File: src/hw/rtl/kted_pkg.sv
// ----------------------------------------------------------------------------
// kted_pkg: shared types and constants for the escape-key decoder
// Decode phase codes, key codes, character codes and the state/result
// structs passed between the top level and the decode logic.
// ----------------------------------------------------------------------------
package kted_pkg;

  localparam int unsigned KEY_W   = 10;
  localparam int unsigned BYTE_W  = 8;
  localparam int unsigned PHASE_W = 4;

  // Decode phase codes
  localparam logic [PHASE_W-1:0] PH_IDLE    = 4'd0;
  localparam logic [PHASE_W-1:0] PH_ESC     = 4'd1;
  localparam logic [PHASE_W-1:0] PH_SKIP    = 4'd2;
  localparam logic [PHASE_W-1:0] PH_CSI     = 4'd3;
  localparam logic [PHASE_W-1:0] PH_CSI_NUM = 4'd4;
  localparam logic [PHASE_W-1:0] PH_SS3     = 4'd5;
  localparam logic [PHASE_W-1:0] PH_MOUSE_B = 4'd6;
  localparam logic [PHASE_W-1:0] PH_MOUSE_X = 4'd7;
  localparam logic [PHASE_W-1:0] PH_MOUSE_Y = 4'd8;

  // Operation codes
  localparam logic OP_BYTE    = 1'b0;
  localparam logic OP_TIMEOUT = 1'b1;

  // Key codes
  localparam logic [KEY_W-1:0] KEY_BACK_CHAR   = 10'd2;
  localparam logic [KEY_W-1:0] KEY_FWD_CHAR    = 10'd6;
  localparam logic [KEY_W-1:0] KEY_NEXT_LINE   = 10'd14;
  localparam logic [KEY_W-1:0] KEY_PREV_LINE   = 10'd16;
  localparam logic [KEY_W-1:0] KEY_SCROLL_DOWN = 10'd22;
  localparam logic [KEY_W-1:0] KEY_BARE_ESC    = 10'd27;
  localparam logic [KEY_W-1:0] KEY_SCROLL_UP   = 10'd1000;
  localparam logic [KEY_W-1:0] KEY_BUF_START   = 10'd1001;
  localparam logic [KEY_W-1:0] KEY_BUF_END     = 10'd1002;
  localparam logic [KEY_W-1:0] KEY_DEL_FWD     = 10'd1003;

  // Character codes
  localparam logic [BYTE_W-1:0] CH_ESC    = 8'h1b;
  localparam logic [BYTE_W-1:0] CH_V      = 8'h76;
  localparam logic [BYTE_W-1:0] CH_LT     = 8'h3c;
  localparam logic [BYTE_W-1:0] CH_GT     = 8'h3e;
  localparam logic [BYTE_W-1:0] CH_LBRACK = 8'h5b;
  localparam logic [BYTE_W-1:0] CH_SS3    = 8'h4f;
  localparam logic [BYTE_W-1:0] CH_A      = 8'h41;
  localparam logic [BYTE_W-1:0] CH_B      = 8'h42;
  localparam logic [BYTE_W-1:0] CH_C      = 8'h43;
  localparam logic [BYTE_W-1:0] CH_D      = 8'h44;
  localparam logic [BYTE_W-1:0] CH_H      = 8'h48;
  localparam logic [BYTE_W-1:0] CH_F      = 8'h46;
  localparam logic [BYTE_W-1:0] CH_M      = 8'h4d;
  localparam logic [BYTE_W-1:0] CH_TILDE  = 8'h7e;
  localparam logic [BYTE_W-1:0] CH_DIG0   = 8'h30;
  localparam logic [BYTE_W-1:0] CH_DIG1   = 8'h31;
  localparam logic [BYTE_W-1:0] CH_DIG3   = 8'h33;
  localparam logic [BYTE_W-1:0] CH_DIG4   = 8'h34;
  localparam logic [BYTE_W-1:0] CH_DIG5   = 8'h35;
  localparam logic [BYTE_W-1:0] CH_DIG6   = 8'h36;
  localparam logic [BYTE_W-1:0] CH_DIG7   = 8'h37;
  localparam logic [BYTE_W-1:0] CH_DIG8   = 8'h38;
  localparam logic [BYTE_W-1:0] CH_DIG9   = 8'h39;

  // Mouse wheel button codes
  localparam logic [BYTE_W-1:0] WHEEL_UP_CODE   = 8'd96;
  localparam logic [BYTE_W-1:0] WHEEL_DOWN_CODE = 8'd97;

  typedef struct packed {
    logic [PHASE_W-1:0] phase;
    logic [BYTE_W-1:0]  held_digit;
    logic [BYTE_W-1:0]  wheel_button;
  } kted_state_t;

  typedef struct packed {
    logic             valid;
    logic [KEY_W-1:0] code;
  } kted_result_t;

endpackage

File: src/hw/rtl/kted_decoder.sv
// ----------------------------------------------------------------------------
// kted_decoder: one-step escape sequence decode
// Given the current decode state and one transaction, produce the next
// state and at most one key code.
// ----------------------------------------------------------------------------
module kted_decoder (
  input  logic                           operation,
  input  logic [kted_pkg::BYTE_W-1:0]    data_byte,
  input  kted_pkg::kted_state_t          state_cur,
  output kted_pkg::kted_state_t          state_nxt,
  output kted_pkg::kted_result_t         result
);
  import kted_pkg::*;

  logic [PHASE_W-1:0] phase;
  logic               timeout;
  logic               is_digit;

  assign timeout  = (operation == OP_TIMEOUT);
  assign is_digit = (data_byte >= CH_DIG0) && (data_byte <= CH_DIG9);
  // Fold unused phase codes onto idle
  assign phase    = (state_cur.phase > PH_MOUSE_Y) ? PH_IDLE : state_cur.phase;

  always_comb begin
    state_nxt       = state_cur;
    state_nxt.phase = phase;
    result.valid    = 1'b0;
    result.code     = KEY_BARE_ESC;

    if (phase == PH_IDLE) begin
      if (!timeout) begin
        if (data_byte == CH_ESC) begin
          state_nxt.phase = PH_ESC;
        end else begin
          result.valid = 1'b1;
          result.code  = {2'b00, data_byte};
        end
      end
    end else if (timeout) begin
      result.valid    = 1'b1;
      result.code     = KEY_BARE_ESC;
      state_nxt.phase = PH_IDLE;
    end else begin
      case (phase)
        PH_ESC: begin
          if (data_byte == CH_V) begin
            result.valid = 1'b1;
            result.code  = KEY_SCROLL_UP;
          end else if (data_byte == CH_LT) begin
            result.valid = 1'b1;
            result.code  = KEY_BUF_START;
          end else if (data_byte == CH_GT) begin
            result.valid = 1'b1;
            result.code  = KEY_BUF_END;
          end else if (data_byte == CH_LBRACK) begin
            state_nxt.phase = PH_CSI;
          end else if (data_byte == CH_SS3) begin
            state_nxt.phase = PH_SS3;
          end else begin
            state_nxt.phase = PH_SKIP;
          end
        end
        PH_SKIP: begin
          result.valid = 1'b1;
          result.code  = KEY_BARE_ESC;
        end
        PH_CSI: begin
          if (is_digit) begin
            state_nxt.held_digit = data_byte;
            state_nxt.phase      = PH_CSI_NUM;
          end else if (data_byte == CH_M) begin
            state_nxt.phase = PH_MOUSE_B;
          end else begin
            result.valid = 1'b1;
            case (data_byte)
              CH_A:    result.code = KEY_PREV_LINE;
              CH_B:    result.code = KEY_NEXT_LINE;
              CH_C:    result.code = KEY_FWD_CHAR;
              CH_D:    result.code = KEY_BACK_CHAR;
              CH_H:    result.code = KEY_BUF_START;
              CH_F:    result.code = KEY_BUF_END;
              default: result.code = KEY_BARE_ESC;
            endcase
          end
        end
        PH_CSI_NUM: begin
          result.valid = 1'b1;
          if (data_byte != CH_TILDE) begin
            result.code = KEY_BARE_ESC;
          end else begin
            case (state_cur.held_digit)
              CH_DIG5:          result.code = KEY_SCROLL_UP;
              CH_DIG6:          result.code = KEY_SCROLL_DOWN;
              CH_DIG1, CH_DIG7: result.code = KEY_BUF_START;
              CH_DIG4, CH_DIG8: result.code = KEY_BUF_END;
              CH_DIG3:          result.code = KEY_DEL_FWD;
              default:          result.code = KEY_BARE_ESC;
            endcase
          end
        end
        PH_SS3: begin
          result.valid = 1'b1;
          if (data_byte == CH_H) begin
            result.code = KEY_BUF_START;
          end else if (data_byte == CH_F) begin
            result.code = KEY_BUF_END;
          end else begin
            result.code = KEY_BARE_ESC;
          end
        end
        PH_MOUSE_B: begin
          state_nxt.wheel_button = data_byte;
          state_nxt.phase        = PH_MOUSE_X;
        end
        PH_MOUSE_X: begin
          state_nxt.phase = PH_MOUSE_Y;
        end
        PH_MOUSE_Y: begin
          result.valid = 1'b1;
          if (state_cur.wheel_button == WHEEL_UP_CODE) begin
            result.code = KEY_PREV_LINE;
          end else if (state_cur.wheel_button == WHEEL_DOWN_CODE) begin
            result.code = KEY_NEXT_LINE;
          end else begin
            result.code = KEY_BARE_ESC;
          end
        end
        default: begin
          state_nxt.phase = PH_IDLE;
        end
      endcase
      // Any emitted key closes the sequence
      if (result.valid) begin
        state_nxt.phase = PH_IDLE;
      end
    end
  end

endmodule

File: src/hw/rtl/terminal_escape_key_decoder_unit.sv
// ----------------------------------------------------------------------------
// terminal_escape_key_decoder_unit: terminal byte stream to editor key codes
// Path: input transaction to key code on out_ through the input register,
//   then decode into the result register.
// Throughput: 1 transaction per cycle while the result channel is not
//   stalled, set by the decode step that updates the sequence state; a stalled
//   result holds the input register, which then stalls the input channel.
// Reset: synchronous active-low rst_n empties both stages and returns the
//   decoder to idle with held digit and wheel button cleared.
// ----------------------------------------------------------------------------
module terminal_escape_key_decoder_unit (
  input  logic                         clk,
  input  logic                         rst_n,
  // Input channel
  input  logic                         in_valid,
  output logic                         in_stall,
  input  logic                         in_operation,
  input  logic [kted_pkg::BYTE_W-1:0]  in_data_byte,
  // Result channel
  output logic                         out_valid,
  input  logic                         out_stall,
  output logic [kted_pkg::KEY_W-1:0]   out_key_code
);
  import kted_pkg::*;

  // Input register stage
  logic                s1_valid_r;
  logic                s1_valid_nxt;
  logic                s1_op_r;
  logic [BYTE_W-1:0]   s1_byte_r;

  // Result register stage
  logic                out_valid_r;
  logic                out_valid_nxt;
  logic [KEY_W-1:0]    out_code_r;

  // Decode state
  kted_state_t         st_r;
  kted_state_t         st_nxt;
  kted_result_t        dec_res;

  logic                out_free;
  logic                s1_fire;
  logic                in_fire;

  // The result register can take a new key when empty or being drained
  assign out_free = !out_valid_r || !out_stall;
  // Advance the input stage only when the result register has room
  assign s1_fire  = s1_valid_r && out_free;
  assign in_stall = s1_valid_r && !out_free;
  assign in_fire  = in_valid && !in_stall;

  kted_decoder u_decoder (
    .operation (s1_op_r),
    .data_byte (s1_byte_r),
    .state_cur (st_r),
    .state_nxt (st_nxt),
    .result    (dec_res)
  );

  always_comb begin
    s1_valid_nxt = s1_valid_r;
    if (in_fire) begin
      s1_valid_nxt = 1'b1;
    end else if (s1_fire) begin
      s1_valid_nxt = 1'b0;
    end
  end

  always_comb begin
    out_valid_nxt = out_valid_r;
    if (s1_fire) begin
      out_valid_nxt = dec_res.valid;
    end else if (out_valid_r && !out_stall) begin
      out_valid_nxt = 1'b0;
    end
  end

  always_ff @(posedge clk) begin
    if (!rst_n) begin
      s1_valid_r  <= 1'b0;
      out_valid_r <= 1'b0;
      st_r        <= '{phase: PH_IDLE, held_digit: '0, wheel_button: '0};
    end else begin
      s1_valid_r  <= s1_valid_nxt;
      out_valid_r <= out_valid_nxt;
      // Hold the sequence state until the buffered transaction is decoded
      if (s1_fire) begin
        st_r <= st_nxt;
      end
    end
  end

  // Payload registers: no reset
  always_ff @(posedge clk) begin
    if (in_fire) begin
      s1_op_r   <= in_operation;
      s1_byte_r <= in_data_byte;
    end
    if (s1_fire && dec_res.valid) begin
      out_code_r <= dec_res.code;
    end
  end

  assign out_valid    = out_valid_r;
  assign out_key_code = out_code_r;

endmodule

File: config.mk
export PLATFORM = sky130hd
export DESIGN_NAME = terminal_escape_key_decoder_unit
export DESIGN_NICKNAME = d
export VERILOG_FILES = /design/src/hw/rtl/kted_pkg.sv /design/src/hw/rtl/kted_decoder.sv /design/src/hw/rtl/terminal_escape_key_decoder_unit.sv
export SDC_FILE = /design/constraint.sdc
export NUM_CORES = 1
export LEC_CHECK = 0
export BUFFER_PORTS_ARGS = -buffer_cell sky130_fd_sc_hd__buf_2
export CORE_UTILIZATION = 50
export DETAILED_ROUTE_END_ITERATION = 7
export GPL_TIMING_DRIVEN = 1
export MAX_ROUTING_LAYER = met4
export PLACE_DENSITY = 0.8
export SLEW_MARGIN = 20
export SYNTH_ARGS = -nofsm -noshare
export SYNTH_HDL_FRONTEND = slang
export SYNTH_SLANG_ARGS = --single-unit
File: constraint.sdc
create_clock -name clk -period 5.63 [get_ports clk]
set_input_delay 0 -clock clk [delete_from_list [all_inputs] [get_ports clk]]
set_output_delay 0 -clock clk [all_outputs]
set_load 0.005 [all_outputs]
==> metrics.txt <==
H-tree levels=2; FF-to-FF path depth=5; standard cell core area=between 4000 and 5000 um2; main area contributors after synthesis=edfxtp_1, dfxtp_1, mux2i_1, nor2b_1, nand2_1; antenna cells=0; post-CTS setup buffer count=0; Worst EP arrival=2.69 ns; Setup CP Type=flop to flop; Yosys reg bits=40; GRT overflow=0; Final Worst Setup Slack=around 2.9 ns; DRC violations left=0; synth warn=0; Max Slew Vio Count=0; crit path max-delay cell type=nor3_2; initial drt markers=between 200 and 300; worst hold-check path type=input pin to flop; Tmin final=between 2 and 3 ns; max_cap viols=0; Top delay family on crit path=simple AND/OR/NAND/NOR gates; CP Max Fanout=11; share of layout cells above drive strength 1=15.73%; most instantiated cells after synthesis=dfxtp_1, edfxtp_1, nor2b_1; Filler cells=roughly 370; top cell type's share of synthesized area=between 20% and 30%; via density per instance=roughly 6.3; tightest hold margin=~0.12 ns; number of enable flip-flop cells after synthesis=18; Leakage=roughly 0.96 nW; outcome=finished clean; Power Total=roughly 0.56 mW; PostCTS Resize Cnt=0; Reg clk slew, reported paths=0.07 ns; critical path depth=5; Mapped Area=between 2000 and 2500 um2; Synth area leader=edfxtp_1; die height=69.91 um; most numerous cell in the Yosys netlist=dfxtp_1; Mapped Nets=around 250; Max Fclk=0.3617 GHz; Final HPWL DP=between 3000 and 4000 um; CTS Buffer Depth=2; effective utilization at floorplan=a little over half; root buffer cell=clkbuf_8; R2R Setup Slk=about 2.9 ns; Die X=about 70 um; total CTS buffers=5; pre-CTS setup slack=~2.5 ns; final WL=~5400 um; RR Startpoint=st_r[16]; vias in the first global route=about 1900; placed cell area=approximately 2400 um2; Clock Skews=0.005143 ns; first-pass GRT wire length=around 9000 um; critical path endpoint=out_key_code[8]; sum of buffers and inverters on the critical path=0; Routability Congestion=0.9608; Pre-antenna DRT Iters=5; WP data required=5.55 ns; final setup vio count=0; FP Rows=24; Slew HR=44.84%; cts hold-fix bufs=11; Area growth, synth to finish=13.40%; Crit. Startpoint=st_r[16]; Startpoint Class=flop; worst reg2reg endpoint=out_key_code[8]; RSZ-0062 raised after global routing=no; Peak VDD IR=0.0001650 V; GRT Overall Usage=a little under a quarter; DR vias=between 2000 and 2500; largest net degree at the start of global routing=25; PortBufs=24; Ports=25; Power Density=213.6 nW/um2; design area=around 2600 um2; CTS tree=yes; Synth cell types=67; Routed Antenna Nets=0; register area share after synthesis=roughly 43%; die area=about 4900 um2; initial antenna violation count=0; final layout net count=around 280; crit path capture type=flop; measured slew at the worst slew-check pin=approximately 0.82 ns; Clk Latency, worst-skew pair=~0.29 ns; fin crit share=around half; Worst path max stage delay=a little under 0.6 ns; async set-reset flop share out of synthesis=0%; Gate Count Post-Synth=approximately 240; final hold vios=0; Wirelength per Cell=16.86 um; Mapped Avg Cell Area=slightly below 10 um2; top_reg_cell synth=dfxtp_1; clk sink count=40; crit-path cells=nand2b_1, or3b_1, o31a_1, and2_4, nor3_2; Sum Neg Setup Slack=0 ns
## cell families after synthesis
| kind of cell | synth area share (%) |
|---|---|
| flip-flops | 42.54 |
| AO/OA/AOI/OAI | 19.26 |
| AND/OR/NAND/NOR | 27.84 |
| XOR/XNOR | 0.7598 |
| multiplexers | 5.643 |
| buffers and inverters | 3.961 |
## power by group
| part | internal [mW] | total (mW) | switching, mW | leakage (nW) |
|---|---|---|---|---|
| logic | 0.0244 | 0.0509 | 0.0266 | 0.570 |
| clock network | 0.0870 | 0.184 | 0.0967 | 0.0422 |
| registers | 0.312 | 0.324 | 0.0120 | 0.349 |
## worst min path at each step
stage / start / endpoint / slack [ns] / cells past startpoint
final: rst_n / s1_valid_r / 0.12 / 2
after global placement: in_operation / s1_op_r / 0.18 / 1
after floorplan: in_data_byte[0] / s1_byte_r[0] / 0.1 / 0
after detailed placement: in_data_byte[0] / s1_byte_r[0] / 0.18 / 1
after CTS: rst_n / st_r[12] / 0.13 / 2
after global routing: rst_n / s1_valid_r / 0.15 / 2
## placed cells by master (no fill, tap or decap), drive strengths merged, types with 5 or more instances in the layout
cell,count
nand2,15
nor3,10
a211oi,5
o21a,5
nor2,12
o21ai,14
and3,5
dlygate4sd3,11
edfxtp,18
dfxtp,22
inv,5
buf,24
a21oi,5
nand3,8
mux2i,13
clkbuf,7
nor2b,16
## flip-flops by register name (all words and copies together) (netlist names)
| signal | cells |
|---|---|
| s1_byte_r | 8 |
| out_valid | 1 |
| s1_op_r | 1 |
| st_r | 20 |
| out_key_code | 9 |
| s1_valid_r | 1 |
## layout make-up
class / instances / area (um2) / area share (%)
Multi-Input combinational cell: 179 / 1239 / 47.37
Sequential cell: 40 / 980.9 / 37.51
Timing Repair Buffer: 35 / 230.2 / 8.804
Clock buffer: 7 / 76.32 / 2.919
Tap cell: 52 / 65.06 / 2.488
Inverter: 5 / 18.77 / 0.7177
Clock inverter: 1 / 5.005 / 0.1914
## layer usage
metal / up-vias / share of wire (%) / global-route usage, %
li1: 976 / - / -
met1: 929 / 43 / 30.33
met2: 93 / 49 / 38.57
met3: 10 / 6.9 / 4.185
met4: 0 / 2.1 / 8.667
met5: - / 0 / -
## stage by stage
step / std cells / utilization, %
floorplan: 239 / -
finish: 319 / 59.65
detailed placement: 300 / 55.17
global placement: 300 / 55.17
global route: 319 / 59.65
CTS: 319 / 59.53
Power figures use the tool's default switching activity.
